$ cat src/hdl/mvts_pkg.sv
`timescale 1ns / 1ps

package mvts_pkg;

  // Voice layout
  localparam int SONG_VOICES    = 4;
  localparam int VOICES         = SONG_VOICES + 1;
  localparam int REPLACED_VOICE = 2;
  localparam int VIDX_W         = (VOICES > 1) ? $clog2(VOICES) : 1;

  // Pitch table
  localparam int NOTE_COUNT = 84;
  localparam int ROM_SIZE   = 84;
  localparam int NOTE_LAST  = ((NOTE_COUNT < ROM_SIZE) ? NOTE_COUNT : ROM_SIZE) - 1;

  // Field widths
  localparam int OPCODE_W  = 2;
  localparam int VOICE_W   = 3;
  localparam int NOTE_W    = 7;
  localparam int SAMPLE_W  = 7;
  localparam int IN_DATA_W = 16;
  localparam int OUT_DATA_W = 8;
  localparam int SHAPE_W   = 3;
  localparam int LEVEL_W   = 8;
  localparam int AGE_W     = 8;
  localparam int PHASE_W   = 16;
  localparam int STEP_W    = 13;
  localparam int SEED_W    = 32;
  localparam int WAVE_W    = 8;
  localparam int PROD_W    = WAVE_W + LEVEL_W;

  // Mixer accumulator: wide enough for every voice at full scale, and for the shift
  localparam int MIX_SHIFT = 11;
  localparam int ACC_RAW_W = $clog2(VOICES * 255 * 255 + 1);
  localparam int ACC_W     = (ACC_RAW_W > MIX_SHIFT + SAMPLE_W + 1) ? ACC_RAW_W
                                                                   : MIX_SHIFT + SAMPLE_W + 1;

  // Configuration port
  localparam int CFG_IDX_W  = 2;
  localparam int CFG_DATA_W = 8;
  localparam logic [CFG_IDX_W-1:0] CFG_SONG_SHAPE   = 2'd0;
  localparam logic [CFG_IDX_W-1:0] CFG_EFFECT_SHAPE = 2'd1;
  localparam logic [CFG_IDX_W-1:0] CFG_SUSTAIN      = 2'd2;
  localparam logic [CFG_IDX_W-1:0] CFG_DECAY        = 2'd3;

  // Request opcodes
  localparam logic [OPCODE_W-1:0] OP_SAMPLE   = 2'd0;
  localparam logic [OPCODE_W-1:0] OP_FRAME    = 2'd1;
  localparam logic [OPCODE_W-1:0] OP_NOTE_ON  = 2'd2;
  localparam logic [OPCODE_W-1:0] OP_NOTE_OFF = 2'd3;

  // Waveform codes
  localparam logic [SHAPE_W-1:0] WAVE_PULSE12 = 3'd0;
  localparam logic [SHAPE_W-1:0] WAVE_PULSE25 = 3'd1;
  localparam logic [SHAPE_W-1:0] WAVE_PULSE50 = 3'd2;
  localparam logic [SHAPE_W-1:0] WAVE_SAW     = 3'd3;
  localparam logic [SHAPE_W-1:0] WAVE_TRI     = 3'd4;
  localparam logic [SHAPE_W-1:0] WAVE_NOISE   = 3'd5;

  // Other constants
  localparam logic [LEVEL_W-1:0] START_LEVEL = 8'hB0;
  localparam logic [SEED_W-1:0]  LCG_MUL     = 32'd1664525;
  localparam logic [SEED_W-1:0]  LCG_ADD     = 32'd1013904223;

  // Pitch table: phase step per note, before the divide by four
  localparam logic [15:0] PITCH_ROM [ROM_SIZE] = '{
    16'h010b, 16'h011b, 16'h012c, 16'h013e, 16'h0151, 16'h0165, 16'h017a, 16'h0191,
    16'h01a9, 16'h01c2, 16'h01dd, 16'h01f9, 16'h0217, 16'h0237, 16'h0259, 16'h027d,
    16'h02a3, 16'h02cb, 16'h02f5, 16'h0322, 16'h0352, 16'h0385, 16'h03ba, 16'h03f3,
    16'h042f, 16'h046f, 16'h04b2, 16'h04fa, 16'h0546, 16'h0596, 16'h05eb, 16'h0645,
    16'h06a5, 16'h070a, 16'h0775, 16'h07e6, 16'h085f, 16'h08de, 16'h0965, 16'h09f4,
    16'h0a8c, 16'h0b2c, 16'h0bd6, 16'h0c8b, 16'h0d4a, 16'h0e14, 16'h0eea, 16'h0fcd,
    16'h10be, 16'h11bd, 16'h12cb, 16'h13e9, 16'h1518, 16'h1659, 16'h17ad, 16'h1916,
    16'h1a94, 16'h1c28, 16'h1dd5, 16'h1f9b, 16'h217c, 16'h237a, 16'h2596, 16'h27d3,
    16'h2a31, 16'h2cb3, 16'h2f5b, 16'h322c, 16'h3528, 16'h3851, 16'h3bab, 16'h3f37,
    16'h42f9, 16'h46f5, 16'h4b2d, 16'h4fa6, 16'h5462, 16'h5967, 16'h5eb7, 16'h6459,
    16'h6a51, 16'h70a3, 16'h7756, 16'h7e6f
  };

  // Commands from the controller to the datapath
  typedef struct packed {
    logic              note_on;
    logic              note_off;
    logic              seed_step;
    logic              mix_step;
    logic              frame_step;
    logic              emit;
    logic [VIDX_W-1:0] idx;
    logic [NOTE_W-1:0] note;
  } dp_cmd_t;

endpackage

$ cat src/hdl/mvts_ctrl.sv
`timescale 1ns / 1ps

module mvts_ctrl import mvts_pkg::*; (
  input  logic                  clk,
  input  logic                  rst_n,
  input  logic                  in_valid,
  output logic                  in_ready,
  input  logic [OPCODE_W-1:0]   in_opcode,
  input  logic [VOICE_W-1:0]    in_voice,
  input  logic [NOTE_W-1:0]     in_note,
  input  logic                  out_free,
  output dp_cmd_t               cmd
);

  localparam logic [2:0] S_IDLE  = 3'd0;
  localparam logic [2:0] S_NOTE  = 3'd1;
  localparam logic [2:0] S_SEED  = 3'd2;
  localparam logic [2:0] S_MIX   = 3'd3;
  localparam logic [2:0] S_FRAME = 3'd4;
  localparam logic [2:0] S_EMIT  = 3'd5;

  logic [2:0]          state_r, state_nxt;
  logic [VIDX_W-1:0]   cnt_r, cnt_nxt;
  logic [OPCODE_W-1:0] op_r, op_nxt;
  logic [VIDX_W-1:0]   voice_r, voice_nxt;
  logic [NOTE_W-1:0]   note_r, note_nxt;
  logic                accept;
  logic                voice_ok;

  assign in_ready = (state_r == S_IDLE);
  assign accept   = in_valid && in_ready;
  assign voice_ok = (int'(in_voice) <= SONG_VOICES);

  // Sequence one request through the datapath
  always_comb begin
    state_nxt      = state_r;
    cnt_nxt        = cnt_r;
    op_nxt         = op_r;
    voice_nxt      = voice_r;
    note_nxt       = note_r;
    cmd            = '0;
    cmd.note       = note_r;
    cmd.idx        = cnt_r;
    unique case (state_r)
      S_IDLE: begin
        if (accept) begin
          op_nxt    = in_opcode;
          voice_nxt = VIDX_W'(in_voice);
          note_nxt  = in_note;
          cnt_nxt   = '0;
          unique case (in_opcode)
            OP_SAMPLE:   state_nxt = S_SEED;
            OP_FRAME:    state_nxt = S_FRAME;
            OP_NOTE_ON,
            OP_NOTE_OFF: state_nxt = voice_ok ? S_NOTE : S_IDLE;
            default:     state_nxt = S_IDLE;
          endcase
        end
      end
      S_NOTE: begin
        cmd.idx      = voice_r;
        cmd.note_on  = (op_r == OP_NOTE_ON);
        cmd.note_off = (op_r == OP_NOTE_OFF);
        state_nxt    = S_IDLE;
      end
      S_SEED: begin
        cmd.seed_step = 1'b1;
        state_nxt     = S_MIX;
      end
      S_MIX: begin
        cmd.mix_step = 1'b1;
        cnt_nxt      = cnt_r + 1'b1;
        if (cnt_r == VIDX_W'(VOICES - 1)) begin
          state_nxt = S_EMIT;
        end
      end
      S_FRAME: begin
        cmd.frame_step = 1'b1;
        cnt_nxt        = cnt_r + 1'b1;
        if (cnt_r == VIDX_W'(SONG_VOICES - 1)) begin
          state_nxt = S_IDLE;
        end
      end
      S_EMIT: begin
        // Hold the finished sum until the output slot frees up
        cmd.emit = out_free;
        if (out_free) begin
          state_nxt = S_IDLE;
        end
      end
      default: state_nxt = S_IDLE;
    endcase
  end

  always_ff @(posedge clk) begin
    if (!rst_n) begin
      state_r <= S_IDLE;
      cnt_r   <= '0;
    end else begin
      state_r <= state_nxt;
      cnt_r   <= cnt_nxt;
    end
  end

  always_ff @(posedge clk) begin
    op_r    <= op_nxt;
    voice_r <= voice_nxt;
    note_r  <= note_nxt;
  end

endmodule

$ cat src/hdl/mvts_datapath.sv
`timescale 1ns / 1ps

module mvts_datapath import mvts_pkg::*; (
  input  logic                  clk,
  input  logic                  rst_n,
  input  dp_cmd_t               cmd,
  input  logic                  cfg_wr,
  input  logic [CFG_IDX_W-1:0]  cfg_index,
  input  logic [CFG_DATA_W-1:0] cfg_data,
  output logic [SAMPLE_W-1:0]   sample
);

  function automatic logic [WAVE_W-1:0] wave_value(input logic [SHAPE_W-1:0] shape,
                                                   input logic [PHASE_W-1:0] ph,
                                                   input logic noise_bit);
    logic [WAVE_W-1:0] w;
    unique case (shape)
      WAVE_PULSE12: w = (ph[15:13] != 3'd0) ? 8'hFF : 8'h00;
      WAVE_PULSE25: w = (ph[15:14] != 2'd0) ? 8'hFF : 8'h00;
      WAVE_PULSE50: w = ph[15] ? 8'hFF : 8'h00;
      WAVE_SAW:     w = ph[15:8];
      WAVE_TRI:     w = ph[15] ? ~ph[14:7] : ph[14:7];
      WAVE_NOISE:   w = (ph[15] && noise_bit) ? 8'hFF : 8'h00;
      default:      w = 8'h00;
    endcase
    return w;
  endfunction

  // Configuration registers
  logic [SHAPE_W-1:0]    song_shape_r, effect_shape_r;
  logic [AGE_W-1:0]      sustain_r;
  logic [LEVEL_W-1:0]    decay_r;

  // Voice state
  logic [PHASE_W-1:0]    phase_r [VOICES];
  logic [STEP_W-1:0]     step_r  [VOICES];
  logic [LEVEL_W-1:0]    level_r [VOICES];
  logic [AGE_W-1:0]      age_r   [VOICES];
  logic [SEED_W-1:0]     seed_r;
  logic                  effect_r;
  logic [ACC_W-1:0]      acc_r;

  logic [NOTE_W-1:0]     note_sat;
  logic [STEP_W-1:0]     rom_step;
  logic [VIDX_W-1:0]     skip_idx;
  logic                  audible;
  logic [PHASE_W-1:0]    phase_new;
  logic [SHAPE_W-1:0]    shape;
  logic [WAVE_W-1:0]     wave;
  logic [PROD_W-1:0]     prod;
  logic [AGE_W-1:0]      age_inc;
  logic [LEVEL_W-1:0]    level_dec;
  logic [ACC_W-MIX_SHIFT-1:0] mix_hi;

  // Pitch lookup with the top note clamped
  assign note_sat = (int'(cmd.note) > NOTE_LAST) ? NOTE_W'(NOTE_LAST) : cmd.note;
  assign rom_step = PITCH_ROM[note_sat][14:2];

  // Render the selected voice
  assign skip_idx  = effect_r ? VIDX_W'(REPLACED_VOICE) : VIDX_W'(SONG_VOICES);
  assign audible   = (cmd.idx != skip_idx);
  assign phase_new = phase_r[cmd.idx] + PHASE_W'(step_r[cmd.idx] >> 2);
  assign shape     = (cmd.idx == VIDX_W'(SONG_VOICES)) ? effect_shape_r : song_shape_r;
  assign wave      = wave_value(shape, phase_new, seed_r[16]);
  assign prod      = PROD_W'(wave) * PROD_W'(level_r[cmd.idx]);

  // Envelope step of the selected voice
  assign age_inc   = age_r[cmd.idx] + 1'b1;
  assign level_dec = (level_r[cmd.idx] >= decay_r) ? level_r[cmd.idx] - decay_r : '0;

  // Scale the mix and clip to the sample range
  assign mix_hi = acc_r[ACC_W-1:MIX_SHIFT];
  assign sample = (mix_hi > (ACC_W-MIX_SHIFT)'(127)) ? SAMPLE_W'(127) : mix_hi[SAMPLE_W-1:0];

  // Take configuration writes
  always_ff @(posedge clk) begin
    if (!rst_n) begin
      song_shape_r   <= WAVE_SAW;
      effect_shape_r <= WAVE_PULSE12;
      sustain_r      <= 8'd5;
      decay_r        <= 8'd6;
    end else if (cfg_wr) begin
      unique case (cfg_index)
        CFG_SONG_SHAPE:   song_shape_r   <= cfg_data[SHAPE_W-1:0];
        CFG_EFFECT_SHAPE: effect_shape_r <= cfg_data[SHAPE_W-1:0];
        CFG_SUSTAIN:      sustain_r      <= cfg_data;
        CFG_DECAY:        decay_r        <= cfg_data;
        default:          ;
      endcase
    end
  end

  // Update voice state, noise source and mix accumulator
  always_ff @(posedge clk) begin
    if (!rst_n) begin
      for (int i = 0; i < VOICES; i++) begin
        phase_r[i] <= '0;
        step_r[i]  <= '0;
        level_r[i] <= '0;
        age_r[i]   <= '0;
      end
      seed_r   <= SEED_W'(1);
      effect_r <= 1'b0;
      acc_r    <= '0;
    end else begin
      if (cmd.note_on) begin
        level_r[cmd.idx] <= START_LEVEL;
        step_r[cmd.idx]  <= rom_step;
        age_r[cmd.idx]   <= '0;
        if (cmd.idx == VIDX_W'(SONG_VOICES)) begin
          effect_r <= 1'b1;
        end
      end
      if (cmd.note_off) begin
        level_r[cmd.idx] <= '0;
        if (cmd.idx == VIDX_W'(SONG_VOICES)) begin
          effect_r <= 1'b0;
        end
      end
      if (cmd.seed_step) begin
        seed_r <= seed_r * LCG_MUL + LCG_ADD;
        acc_r  <= '0;
      end
      if (cmd.mix_step && audible) begin
        phase_r[cmd.idx] <= phase_new;
        acc_r            <= acc_r + ACC_W'(prod);
      end
      if (cmd.frame_step) begin
        age_r[cmd.idx] <= age_inc;
        if (age_inc > sustain_r) begin
          level_r[cmd.idx] <= level_dec;
        end
      end
    end
  end

endmodule

$ cat src/hdl/multi_voice_tone_synth.sv
`timescale 1ns / 1ps

// Five-voice tone generator (four song voices, one effect voice). Each request
// on the in_ stream is a sample tick, a frame tick, a note on or a note off;
// only a sample tick returns a result on the out_ stream. Requests are worked
// one at a time by a shared per-voice unit that handles one voice a cycle:
// a sample tick goes through accept, noise step, five voices and a hand-off that
// waits while an unread sample blocks the output register; a frame tick through
// accept and one step per song voice; a note on or note off through accept and
// the voice update; a note request for a voice above 4 ends at accept. A finished
// sample waits in an output register, so the next request is taken while it is still unread.
// Configuration writes are taken every cycle and must only be made while idle.

module multi_voice_tone_synth import mvts_pkg::*; (
  input  logic                  clk,
  input  logic                  rst_n,
  input  logic                  in_tvalid,
  output logic                  in_tready,
  input  logic [IN_DATA_W-1:0]  in_tdata,   // opcode[1:0], voice[4:2], note_index[11:5], zero pad
  output logic                  out_tvalid,
  input  logic                  out_tready,
  output logic [OUT_DATA_W-1:0] out_tdata,  // sample[6:0], zero pad
  input  logic                  cfg_valid,
  output logic                  cfg_ready,
  input  logic [CFG_IDX_W-1:0]  cfg_index,
  input  logic [CFG_DATA_W-1:0] cfg_data
);

  dp_cmd_t               cmd;
  logic [SAMPLE_W-1:0]   sample;
  logic                  out_free;
  logic                  out_valid_r;
  logic [SAMPLE_W-1:0]   out_sample_r;

  assign cfg_ready = 1'b1;
  assign out_free  = !out_valid_r || out_tready;

  mvts_ctrl u_ctrl (
    .clk       (clk),
    .rst_n     (rst_n),
    .in_valid  (in_tvalid),
    .in_ready  (in_tready),
    .in_opcode (in_tdata[1:0]),
    .in_voice  (in_tdata[4:2]),
    .in_note   (in_tdata[11:5]),
    .out_free  (out_free),
    .cmd       (cmd)
  );

  mvts_datapath u_datapath (
    .clk       (clk),
    .rst_n     (rst_n),
    .cmd       (cmd),
    .cfg_wr    (cfg_valid && cfg_ready),
    .cfg_index (cfg_index),
    .cfg_data  (cfg_data),
    .sample    (sample)
  );

  // Hold the finished sample until the consumer takes it
  always_ff @(posedge clk) begin
    if (!rst_n) begin
      out_valid_r <= 1'b0;
    end else if (cmd.emit) begin
      out_valid_r <= 1'b1;
    end else if (out_tready) begin
      out_valid_r <= 1'b0;
    end
  end

  always_ff @(posedge clk) begin
    if (cmd.emit) begin
      out_sample_r <= sample;
    end
  end

  assign out_tvalid = out_valid_r;
  assign out_tdata  = OUT_DATA_W'(out_sample_r);

endmodule

$ cat config.mk
export PLATFORM = sky130hd
export DESIGN_NAME = multi_voice_tone_synth
export DESIGN_NICKNAME = d
export VERILOG_FILES = /design/src/hdl/mvts_pkg.sv /design/src/hdl/mvts_ctrl.sv /design/src/hdl/mvts_datapath.sv /design/src/hdl/multi_voice_tone_synth.sv
export SDC_FILE = /design/constraint.sdc
export NUM_CORES = 1
export LEC_CHECK = 0
export BUFFER_PORTS_ARGS = -buffer_cell sky130_fd_sc_hd__buf_2
export CAP_MARGIN = 5
export CORE_UTILIZATION = 30
export DETAILED_ROUTE_END_ITERATION = 8
export GPL_TIMING_DRIVEN = 1
export PLACE_DENSITY = 0.53
export SLEW_MARGIN = 40
export SYNTH_ARGS = -nofsm -noshare
export SYNTH_HDL_FRONTEND = slang
export SYNTH_SLANG_ARGS = --single-unit
$ cat constraint.sdc
create_clock -name clk -period 10.9 [get_ports clk]
set_clock_uncertainty 0.05 [all_clocks]
set_input_delay 2.18 -clock clk [delete_from_list [all_inputs] [get_ports clk]]
set_output_delay 2.18 -clock clk [all_outputs]
set_load 0.005 [all_outputs]
Word level (Yosys, flattened, before mapping)
Memories as Yosys holds them, arrays and structs flattened.
Index checks and enable logic that the tools add are counted.
- ROM bits: 2048
- register bits after elaboration: 100
- bits of input ports: 31
- output and inout port bits: 11
- memories kept: 5
- bits in writable memories: 225
- memory list (memory ; words ; bits a word ; read ports ; clocked after memory_dff ; wr ports ; line ; source):
    (name not given) ; 128 ; 16 ; 1 ; 0 ; 0 ; mvts_datapath.sv:57 ; assign rom_step = PITCH_ROM[note_sat][14:2];
    u_datapath.phase_r ; 5 ; 16 ; 1 ; 0 ; 5 ; mvts_datapath.sv:35 ; logic [PHASE_W-1:0] phase_r [VOICES];
    u_datapath.step_r ; 5 ; 13 ; 1 ; 0 ; 5 ; mvts_datapath.sv:36 ; logic [STEP_W-1:0] step_r [VOICES];
    u_datapath.age_r ; 5 ; 8 ; 1 ; 0 ; 5 ; mvts_datapath.sv:38 ; logic [AGE_W-1:0] age_r [VOICES];
    u_datapath.level_r ; 5 ; 8 ; 1 ; 0 ; 5 ; mvts_datapath.sv:37 ; logic [LEVEL_W-1:0] level_r [VOICES];
- reductions and logical operators: 27
- equality and inequality tests: 26
- multiply operators: 2
- bitwise logic cells: 5
- add/subtract/negate cells: 6
- multiplexer cells: 67
- magnitude comparators: 6
- operators by type and width (cell ; number):
    $mux W8 ; 11
    $pmux W8 S6 ; 1
    $mux W19 ; 2
    $mux W3 ; 12
    $add A32 B30 Y32 const B ; 1
    $mul A32 B21 Y32 const B ; 1
    $mux W1 ; 32
    $mux W15 ; 2
    $add A19 B16 Y19 ; 1
    $eq A3 B3 Y1 const B ; 6
    $add A16 B11 Y16 ; 1
    $mul A8 B8 Y16 ; 1
    $mux W16 ; 1
    $reduce_or A16 Y1 ; 1
    $reduce_or A8 Y1 ; 2
    $eq A3 B2 Y1 const B ; 5
    $pmux W3 S5 ; 1
    $mux W13 ; 1
    $reduce_or A13 Y1 ; 1
    $eq A2 B2 Y1 const B ; 6
    $reduce_and A2 Y1 ; 6
    $pmux W3 S3 ; 1
    $add A8 B1 Y8 const B ; 1
    $ge A8 B8 Y1 ; 1
    27 further kinds ; 41

Depth between registers and ports, before layout
Gate-level depths: netlist (run 1).
An unclocked memory read counts as a cell.
- depth after elaboration: 12
- mapped depth: 45
- depth with buffers taken out: 36

Cells and area by module
A second synthesis (run 1) with hierarchy kept.
- cell total of the unflattened synthesis: 2400
- area, all modules: 25549.5 um^2
- by module, submodules not included (module ; cells an instance ; area each (um^2) ; instances ; sequential area each (um^2)):
    mvts_datapath ; 2296 ; 24330.8 ; 1 ; 11511.0
    mvts_ctrl ; 89 ; 937.1 ; 1 ; 480.5
    multi_voice_tone_synth ; 15 ; 281.5 ; 1 ; 230.2

Worst setup path after synthesis (run 1)
No wires, ideal clock.
- path kind: reg-to-reg
- start: register u_ctrl.state_r[1]
- end: register u_datapath.acc_r[18]
- slack: 0.913 ns
- arrival time: 9.836 ns
- library setup time: 0.101 ns
- data required time: 10.749 ns
- clock period less this slack: 9.987 ns
- path buffers: 9
- cell stages (with the launch flop): 45
- cell sequence: dfxtp_1 > buf_6 > or3b_1 > buf_2 > buf_6 > buf_6 > buf_2 > a21o_1 > buf_1 > nand2_1 > clkbuf_1 > buf_1 > nor2_1 > nor4_1 > ha_1 > inv_1 > fa_1 > nor2b_1 > [9 not listed] > o21ai_1 > fa_1 > inv_1 > fa_1 > ha_1 > inv_1 > fa_1 > inv_1 > ha_1 > a21o_1 > a21o_1 > a2111oi_0 > o31ai_1 > o211ai_1 > o21ai_0 > a211oi_1 > o2111ai_1 > o41ai_1
- cells in the longest elaborated chain, start to end: 10
- ends and longest elaborated chain (element ; line ; source):
    start, declared ; mvts_ctrl.sv:22 ; logic [2:0] state_r, state_nxt;
    start signal, assigned ; mvts_ctrl.sv:100 ; state_r <= state_nxt;
    $eq A3 B1 Y1 ; mvts_ctrl.sv:44 ; unique case (state_r)
    $mux W3 ; mvts_ctrl.sv:44 ;
    $mem_v2 Z5 W16 / $mem_v2 Z5 W13 (equally long branches) ; -- ;
    $add A16 B11 Y16 ; mvts_datapath.sv:62 ; assign phase_new = phase_r[cmd.idx] + PHASE_W'(step_r[cmd.idx] >> 2);
    $reduce_bool A3 Y1 (tied with other cells) ; mvts_datapath.sv:18 ; WAVE_PULSE12: w = (ph[15:13] != 3'd0) ? 8'hFF : 8'h00;
    $mux W8, on equally long branches ; -- ;
    $pmux W8 S6 ; mvts_datapath.sv:17 ; unique case (shape)
    $mul A8 B8 Y16 ; mvts_datapath.sv:65 ; assign prod = PROD_W'(wave) * PROD_W'(level_r[cmd.idx]);
    $add A19 B16 Y19 ; mvts_datapath.sv:126 ; acc_r <= acc_r + ACC_W'(prod);
    $mux W19 ; mvts_datapath.sv:124 ; if (cmd.mix_step && audible) begin
    end signal, assigned ; mvts_datapath.sv:126 ;
    end, declared ; mvts_datapath.sv:41 ; logic [ACC_W-1:0] acc_r;
Several ways; a longest one is shown, not always the timed one.
A chain may end at the register's enable or synchronous reset.

Worst setup path in the final report (run 1)
- start: register u_ctrl.state_r[1]
- end: register u_datapath.acc_r[18]
- cells in the longest elaborated chain, start to end: 10
- ends and longest elaborated chain (element ; line ; source):
    $eq A3 B1 Y1 (*) ; mvts_ctrl.sv:44 ;
    $mux W3 (*) ; mvts_ctrl.sv:44 ;
    $mem_v2 Z5 W16 / $mem_v2 Z5 W13 (equally long branches) ; -- ;
    $add A16 B11 Y16 (*) ; mvts_datapath.sv:62 ;
    named net u_datapath.phase_new[10] ; mvts_datapath.sv:47 ; logic [PHASE_W-1:0] phase_new;
    $not A8 Y8 ; mvts_datapath.sv:22 ; WAVE_TRI: w = ph[15] ? ~ph[14:7] : ph[14:7];
    $mux W8 ; mvts_datapath.sv:22 ;
    $pmux W8 S6 (*) ; mvts_datapath.sv:17 ;
    $mul A8 B8 Y16 (*) ; mvts_datapath.sv:65 ;
    $add A19 B16 Y19 (*) ; mvts_datapath.sv:126 ;
    $mux W19 (*) ; mvts_datapath.sv:124 ;
The timed path passes the listed nets; every way through them passes the cells marked *.

==> results of run 1 <==
[worst max path at each step]
stage	slack, ns	cells after the start	endpoint	startpoint
after floorplan	0.91	44	u_datapath.acc_r[18]	u_ctrl.state_r[1]
after global placement	0.22	34	u_datapath.acc_r[18]	u_ctrl.state_r[1]
after detailed placement	0.21	34	u_datapath.acc_r[18]	u_ctrl.state_r[1]
after CTS	0.14	34	u_datapath.acc_r[18]	u_ctrl.state_r[1]
after global routing	0.22	37	u_datapath.acc_r[18]	u_ctrl.state_r[1]
final	0.77	35	u_datapath.acc_r[18]	u_ctrl.state_r[1]
[sequential cells by signal, indices dropped and copies added, names as in the netlist, named ones only]
name and cells:
u_ctrl.cnt_r 3, u_ctrl.state_r 3, out_tvalid 1, u_ctrl.op_r 2, u_datapath.acc_r 19, out_sample_r 7
u_datapath.sustain_r 8, u_ctrl.voice_r 3, u_datapath.effect_shape_r 3, u_datapath.phase_r 128, u_datapath.step_r 88, u_ctrl.note_r 7
u_datapath.level_r 64, u_datapath.seed_r 17, u_datapath.age_r 64, u_datapath.decay_r 8, u_datapath.song_shape_r 3
[per-layer routing]
| layer | track usage, % | wire length [um] |
|---|---|---|
| met5 | 0 | 0 |
| met4 | 4.40 | 1600 |
| met3 | 2.03 | 4160 |
| met2 | 27.3 | 33500 |
| met1 | 23.3 | 32500 |
[metrics by stage]
stage               total power [mW]  cells  setup slack, ns
CTS                             7.35   3677            0.138
global route                    7.96   3681            0.222
floorplan                       4.78   2466            0.913
detailed placement              5.67   3596            0.213
global placement                5.64   3596            0.224
finish                          7.31   3681            0.766
[synthesized netlist by cell type, types with 11 or more instances]
cell	count
a211oi_1	12
a21o_1	22
a21oi_1	129
buf_1	15
clkbuf_1	85
dfxtp_1	66
edfxtp_1	363
fa_1	82
ha_1	147
inv_1	288
mux2_2	15
mux2i_1	43
nand2_1	176
nand2b_1	25
nand3_1	50
nand3b_1	14
nor2_1	361
nor2b_1	22
nor3_1	39
nor3b_1	13
nor4_1	21
o211ai_1	15
o21a_1	11
o21ai_0	61
o21ai_1	17
o221ai_1	33
o22a_1	24
o22ai_1	55
or2_2	15
or3_1	15
xnor2_1	44
xor2_1	18
[logic make-up (layout without fill, tap and decap cells)]
group,Yosys count,after routing,share of synthesized area [%]
and+or+nand+nor,795,795,14.4
AOI/OAI and AO/OA,481,481,12.6
buffers and inverters,403,484,6.14
adders and majority gates,229,229,13.7
xor gates and xnor gates,66,66,2.49
DFF,429,429,48.0
muxes,61,61,2.59
other,2,2,0.0295
[timing repair]
item                                    in CTS  in global routing
buffers inserted                             0                  2
resized for setup                            0                  4
endpoints found under the setup margin       0                  3
hold endpoints to repair                     0                  0
[power groups by stage]
stage	sequential, mW	clock [mW]	combinational, mW
after CTS	1.96	1.68	3.71
after global routing	1.97	1.74	4.26
after detailed placement	2.00	0	3.68
after global placement	2.00	0	3.64
final	1.96	1.65	3.70
after floorplan	1.96	0	2.82
[layout make-up]
type | count | area, um^2
multi-input combinational | 1634 | 11800
inverter | 289 | 1080
timing repair buffer | 114 | 785
sequential | 429 | 12200
fill | 8500 | 54900
clock inverter | 32 | 425
clock buffer | 49 | 1160
tap | 1134 | 1420
[worst max-delay path: cells and delay by family (launching register included)]
kind,cells,cell delay (ns)
AOI/OAI and AO/OA,15,3.55
adders and majority gates,6,2.35
and+or+nand+nor,6,2.29
buffers and inverters,7,1.13
DFF,1,0.32
muxes,1,0.32
==> impl_metrics.toml, run 1 <==
[cts]
cts_root_buf = "clkbuf_16"
cts.path.max_buffers = 3
cts_tree = "built"
insertion_delay_ns = 0.63
cts_buffers = 46
htreeDepth = 2
clk_pin_slew_ns = 0.07
cts_hold_buf = 0
clock_sinks = 429

[outcome]
outcome = "finished clean"

[power_and_ir_drop]
sequentialPowerShare_pct = 26.8
power.leakage_nw = 11.6
power_frac_clock_pct = 22.6
total_switching_power_mw = 2.95
ir_worst_vdd_mv = 0.251
p_int_mw = 4.35
powerDensity_nw_per_um2 = 253
share_comb_of_total_power_pct = 50.6
swShare_pct = 40.4

[placement]
place_hpwl_um = 50300
gp_congestion = 0.828
dpl_cell_area_um2 = 27300
io_buffers = 35

[sta]
period_share_pct = 93.0
slew_headroom_pct = 45.0
setup_violations = 0
final-max-slew-violation-count = 0
tns_ns = 0
hold_viol_final = 0
hold_ws_ns = 0.413
period_needed_ns = 10.13
worst_slew_pin_slew_ns = 0.822
rsz0062_at_grt = "false"
max_freq_mhz = 98.7

[worst_setup_path]
slowest_stage = "or3b_4"
critical_path_arrival_ns = 10.59
reg2reg_depth = 35
reg2reg_to = "u_datapath.acc_r[18]"
reg2reg_setup_slack_ns = 0.77
regToRegStartpoint = "u_ctrl.state_r[1]"
crit_type = "flip-flop to flip-flop"
crit_fanout = 23
cpPeakStageDelay_ns = 0.56
cpMostUsedCell = "inv_1"
end_kind = "flip-flop"
crit_path_start_kind = "flip-flop"
crit_required_ns = 11.35

[yosys]
syn_nets = 2726
seq_area_frac_synth_pct = 48.0
yosysUniqueCellTypes = 89
synth_top_cell_by_area = "edfxtp_1"
synth_area_um2 = 25400
synth_top_area_share_pct = 42.8
syn_inst = 2466
ys_ff_latch = 429
synth-warning-count = 0
synth.avg_cell_area_um2 = 10.3
synth_edf_count = 363
synthFlopType = "edfxtp_1"
async_flop_share_pct = 0
synth_area_leaders = "edfxtp_1 (43%), ha_1 (7.2%), fa_1 (6.5%)"

[global_routing]
overflow = 0
antenna_found_initial = 0
grt_pass1_wl_um = 112000
grtUsageTotal_pct = 16.7
grt_max_degree = 40
grt_pass1_vias = 18900

[final_layout]
drive_gt1_share_pct = 10.6
nets = 2774
area_growth_pct = 13.6
final_cell_mix = "edfxtp_1 (363), nor2_1 (357), inv_1 (287)"
mostFrequentLayoutCell = "edfxtp_1"
antenna_cells = 0
postLayoutCellArea_um2 = 28900
finish.utilization_pct = 34.5

[route]
dr.pass1.iters = 6
vias_per_cell = 5.11
ant_nets = 0
wl_per_cell_um = 19.5
routed_wl_um = 71800
vias = 18800
drc = 0
drtIter0Drc = 1649

[flow_run]
maxCapViolCount = 0

[floorplan]
die_w_um = 293
fp.coreArea_um2 = 83800
die_h_um = 293
start_util_pct = 30.4
io_pins = 42
row_count = 106
die_area_um2 = 86000

[worst_hold_path]
min_from = "u_datapath.sustain_r[3]"
holdPathEnd = "u_datapath.sustain_r[3]"
hold_path_class = "flip-flop to flip-flop"
whs_path_depth = 2
(Power assumes the default switching activity.)
==> run 2, diff against run 1 <==
--- a/config.mk
+++ b/config.mk
@@ -8,6 +8,8 @@
 export BUFFER_PORTS_ARGS = -buffer_cell sky130_fd_sc_hd__buf_2
 export CAP_MARGIN = 5
 export CORE_UTILIZATION = 30
+export CTS_BUF_LIST = sky130_fd_sc_hd__clkbuf_2 sky130_fd_sc_hd__clkbuf_4 sky130_fd_sc_hd__clkbuf_8
+export CTS_CLUSTER_DIAMETER = 60
 export DETAILED_ROUTE_END_ITERATION = 8
 export GPL_TIMING_DRIVEN = 1
 export PLACE_DENSITY = 0.53
==> constraint.sdc (replaced) <==
create_clock -name clk -period 12.5 [get_ports clk]
set_clock_uncertainty 0.05 [all_clocks]
set_input_delay 2.5 -clock clk [delete_from_list [all_inputs] [get_ports clk]]
set_output_delay 2.5 -clock clk [all_outputs]
set_load 0.005 [all_outputs]
==> run 2 against run 1 <==
  * Sequential share of layout area grew 0.48 points
  * Power shrank 15%
  * Die area is the same
  * Combinational power shrank 14%
  * Clock-buffer cell count grew 52
  * Sequential power shrank 12%
  * Largest power group unchanged
==> impl_metrics.toml, run 2 (synthesis gave the netlist of run 1 again) <==
[outcome]
outcome = "finished clean"

[worst_setup_path]
slowest_stage = "dfxtp_1"
crit_type = "flip-flop to flip-flop"
critical_path_arrival_ns = 11.48
cpPeakStageDelay_ns = 0.70
crit_path_start_kind = "flip-flop"
crit_fanout = 30
end_kind = "flip-flop"
crit_required_ns = 13.03

[route]
ant_nets = 0
drtIter0Drc = 1497
vias = 18900
drc = 0
routed_wl_um = 71700
dr.pass1.iters = 5
vias_per_cell = 5.11
wl_per_cell_um = 19.3

[final_layout]
largest_reg_flops = 128
largest-register = "u_datapath.phase_r"
area_growth_pct = 12.3
drive_gt1_share_pct = 11.3
finish.utilization_pct = 34.1
final_cell_mix = "edfxtp_1 (363), nor2_1 (355), inv_1 (287)"
reg_top3 = "u_datapath.phase_r x128, u_datapath.step_r x88"
nFillCells = 8610
nets = 2777
final_cells = 3709
mostFrequentLayoutCell = "edfxtp_1"

[global_routing]
antenna_found_initial = 8
overflow = 0
grt_pass1_vias = 19300
grt_pass1_wl_um = 111000
grtUsageTotal_pct = 16.7
grt_max_degree = 58

[floorplan]
die_h_um = 293
row_count = 106
die_area_um2 = 86000
io_pins = 42
fp.coreArea_um2 = 83800
die_w_um = 293
start_util_pct = 30.4

[cts]
cts_root_buf = "clkbuf_8"
clock_sinks = 429
htreeDepth = 3
cts.path.max_buffers = 3
cts_resized = 0
insertion_delay_ns = 0.69
cts_hold_buf = 0
cts_buffers = 72
postCtsSetupBuffers = 0
clk_pin_slew_ns = 0.07
cts_tree = "built"

[placement]
gp_congestion = 0.854
io_buffers = 35
dpl.cell_count = 3571
place_hpwl_um = 49000

[sta]
setup_violations = 0
hold_viol_final = 0
final-max-slew-violation-count = 0
worst_slew_pin_slew_ns = 0.854
period_needed_ns = 10.95
period_share_pct = 87.6
rsz0062_at_grt = "false"
slew_headroom_pct = 43.1
max_freq_mhz = 91.3
tns_ns = 0

[power_and_ir_drop]
powerDensity_nw_per_um2 = 216
power.leakage_nw = 11.5
ir_worst_vdd_mv = 0.226

[flow_run]
maxCapViolCount = 0

[worst_hold_path]
hold_path_class = "flip-flop to flip-flop"
[run 2: worst paths after layout]
check | start | to | slack, ns | cells after the start
max | u_ctrl.state_r[1] | u_datapath.acc_r[18] | 1.55 | 37
min | u_datapath.sustain_r[5] | u_datapath.sustain_r[5] | 0.41 | 2
max reg2reg | u_ctrl.state_r[1] | u_datapath.acc_r[18] | 1.55 | 37
min reg2reg | u_datapath.sustain_r[5] | u_datapath.sustain_r[5] | 0.41 | 2
[run 2: worst max-delay path, delay by kind of cell (launching register included)]
family                   cells  cell delay, ns
AND/OR/NAND/NOR              5            1.72
flip-flops                   1            0.70
buffers and inverters        6            0.58
multiplexers                 1            0.66
adder cells (fa/ha/maj)      8            2.94
XOR/XNOR                     1            0.19
AO/OA/AOI/OAI               16            3.98
[run 2: cell type report]
cell class,instances,area (um^2),area share [%]
Sequential cell,429,12200,42.8
Multi-Input combinational cell,1634,11800,41.3
Tap cell,1134,1420,4.97
Clock buffer,101,1250,4.36
Inverter,289,1080,3.80
Timing Repair Buffer,91,608,2.13
Clock inverter,28,184,0.644
Antenna cell,3,7.51,0.0263
[run 2: where the power goes]
| part | internal [mW] | leakage [nW] | switching [mW] | total, mW |
|---|---|---|---|---|
| Clock | 0.655 | 0.759 | 0.614 | 1.27 |
| Sequential | 1.65 | 4.12 | 0.0629 | 1.72 |
| Combinational | 1.29 | 6.58 | 1.91 | 3.20 |
| Total | 3.59 | 11.5 | 2.59 | 6.18 |
[run 2: per-layer routing]
layer	share of wire, %	global-route usage, %
met5	0.088	0
met2	46	26.7
met1	45	22.8
met4	2.1	5.46
met3	7.2	2.94
[run 2: stage by stage]
| step | instance area, um^2 | worst slack [ns] | power (mW) | hold WS (ns) |
|---|---|---|---|---|
| 2_1_floorplan | 25400 | 2.51 | 4.17 | 0.386 |
| 3_3_place_gp | 27000 | 1.19 | 4.87 | 0.392 |
| 3_5_place_dp | 27000 | 1.12 | 4.92 | 0.401 |
| 4_1_cts | 28500 | 1.07 | 6.22 | 0.410 |
| 5_1_grt | 28600 | 0.847 | 6.75 | 0.426 |
| 6_report | 28600 | 1.55 | 6.18 | 0.411 |
==> run 3, diff against run 2 <==
--- a/config.mk
+++ b/config.mk
@@ -16,4 +16,5 @@
 export SLEW_MARGIN = 40
 export SYNTH_ARGS = -nofsm -noshare
 export SYNTH_HDL_FRONTEND = slang
+export SYNTH_HIERARCHICAL = 1
 export SYNTH_SLANG_ARGS = --single-unit
==> run 3 against run 2 <==
  * Register-to-register slack is essentially flat
  * First-iteration DRC count down 12%
  * Global-route usage up 0.058 points
==> impl_metrics.toml, run 3 <==
[power_and_ir_drop]
powerDensity_nw_per_um2 = 154
power.leakage_nw = 11.5
ir_worst_vdd_mv = 0.147

[cts]
insertion_delay_ns = 0.67
htreeDepth = 3
cts.path.max_buffers = 3
cts_buffers = 75
clock_sinks = 429
cts_hold_buf = 0
cts_root_buf = "clkbuf_8"
postCtsSetupBuffers = 0
cts_tree = "built"
cts_resized = 0
clk_pin_slew_ns = 0.06

[route]
drc = 0
ant_nets = 0
vias = 18500
wl_per_cell_um = 19.7
drtIter0Drc = 1321
vias_per_cell = 5.09
dr.pass1.iters = 5
routed_wl_um = 71800

[final_layout]
final_cell_mix = "edfxtp_1 (363), nor2_1 (309), inv_1 (273)"
nFillCells = 8371
reg_top3 = "u_datapath/phase_r x128, u_datapath/step_r x88"
area_growth_pct = 12.7
mostFrequentLayoutCell = "edfxtp_1"
largest_reg_flops = 128
largest-register = "u_datapath/phase_r"
nets = 2708
drive_gt1_share_pct = 13.0

[worst_setup_path]
end_kind = "flip-flop"
cpPeakStageDelay_ns = 0.62
crit_path_start_kind = "flip-flop"
crit_fanout = 21
crit_type = "flip-flop to flip-flop"
critical_path_arrival_ns = 11.47
reg2reg_setup_slack_ns = 1.55
slowest_stage = "dfxtp_1"
crit_required_ns = 13.02

[floorplan]
row_count = 106
io_pins = 42
start_util_pct = 30.4
die_w_um = 294
die_area_um2 = 86300
fp.coreArea_um2 = 84000
die_h_um = 294

[global_routing]
grtUsageTotal_pct = 16.8
grt_pass1_vias = 18700
grt_pass1_wl_um = 112000
use_met2_pct = 28.4
use_met3_pct = 2.11
grt_max_degree = 66
grtUsageMet1_pct = 21.8
grt-busiest-layer = "met2"
overflow = 0
antenna_found_initial = 1

[yosys]
synth_top_cell_by_area = "edfxtp_1"
synth_xor_area_share_pct = 2.35
synth_top_family_by_area = "adder cells"
post-synth-top-count-cell = "edfxtp_1"
syn_inst = 2400
synth_edf_count = 363
synth.avg_cell_area_um2 = 10.6
synth_top_area_share_pct = 42.7
synth_compound_area_share_pct = 12.3
synthSimpleGateAreaFrac_pct = 12.7
synth_area_um2 = 25500
async_flop_share_pct = 0
ys_top_cells_by_count = "edfxtp_1 (363), nor2_1 (318), inv_1 (274)"
synth-warning-count = 6
yosysUniqueCellTypes = 92
syn_nets = 2660
seq_area_frac_synth_pct = 47.8
ys_ff_latch = 429
synth_fa_ha_area_share_pct = 13.6
synth_area_leaders = "edfxtp_1 (43%), ha_1 (7.2%), fa_1 (6.4%)"
synthFlopType = "edfxtp_1"
synthMuxAreaShare_pct = 5.19

[sta]
slew_headroom_pct = 43.3
final-max-slew-violation-count = 0
setup_violations = 0
max_freq_mhz = 91.4
period_share_pct = 87.6
rsz0062_at_grt = "false"
worst_slew_pin_slew_ns = 0.849
tns_ns = 0
period_needed_ns = 10.95
hold_viol_final = 0
worst_slack_ns = 1.55

[placement]
gp_congestion = 0.891
pre_cts_slack_ns = 1.51
place_hpwl_um = 49500
io_buffers = 35

[flow_run]
maxCapViolCount = 0

[outcome]
outcome = "finished clean"

[worst_hold_path]
hold_path_class = "flip-flop to flip-flop"
-- run 3: final timing paths --
kind	from	end	depth (start not counted)
min	u_datapath/decay_r[7]	u_datapath/decay_r[7]	2
max reg2reg	u_ctrl/state_r[0]	u_datapath/acc_r[18]	38
max	u_ctrl/state_r[0]	u_datapath/acc_r[18]	38
min reg2reg	u_datapath/decay_r[7]	u_datapath/decay_r[7]	2
-- run 3: where the power goes --
group	switching (mW)	total (mW)	internal, mW	leakage, nW
registers	0.0286	1.64	1.61	4.09
clock network	0.606	1.38	0.772	0.834
logic	0.878	1.42	0.542	6.58
-- run 3: kinds of logic after synthesis --
group	Yosys count
AND/OR/NAND/NOR	716
AO/OA/AOI/OAI	461
flip-flops	429
buffers and inverters	389
adder cells (fa/ha/maj)	229
multiplexers	107
XOR/XNOR	67
other	2
-- run 3: critical path: cells and delay by family, from the launching register on --
family / cells / cell delay [ns]
adders and majority gates: 7 / 2.71
and+or+nand+nor: 10 / 2.27
buffers and inverters: 8 / 1.63
AOI/OAI and AO/OA: 12 / 3.29
DFF: 1 / 0.62
muxes: 1 / 0.22
-- run 3: cell type report --
cell class                 count  area, um^2  area share [%]
tap                         1134        1420            4.93
sequential                   429       12200            42.4
timing repair buffer          85         588            2.04
clock inverter                31         262           0.908
antenna                        1        2.50         0.00869
inverter                     275        1030            3.58
multi-input combinational   1582       12000            41.5
clock buffer                 106        1330            4.61
-- run 3: stage by stage --
stage	instance area [um^2]	cells	util [%]	power, mW	hold WS (ns)
3_5_place_dp	27200	3504	32.4	3.07	0.408
6_report	28800	3643	34.3	4.43	0.426
3_3_place_gp	27100	3501	32.2	3.05	0.404
2_1_floorplan	25500	2400	-	2.70	0.386
4_1_cts	28800	3641	34.3	4.48	0.423
5_1_grt	28800	3643	34.3	4.74	0.442
-- run 3: per-layer routing --
layer / part of all wire, % / up-vias
li1: - / 8590
met1: 43 / 9199
met2: 49 / 636
met3: 5.6 / 112
met4: 2.7 / 0
met5: 0 / -
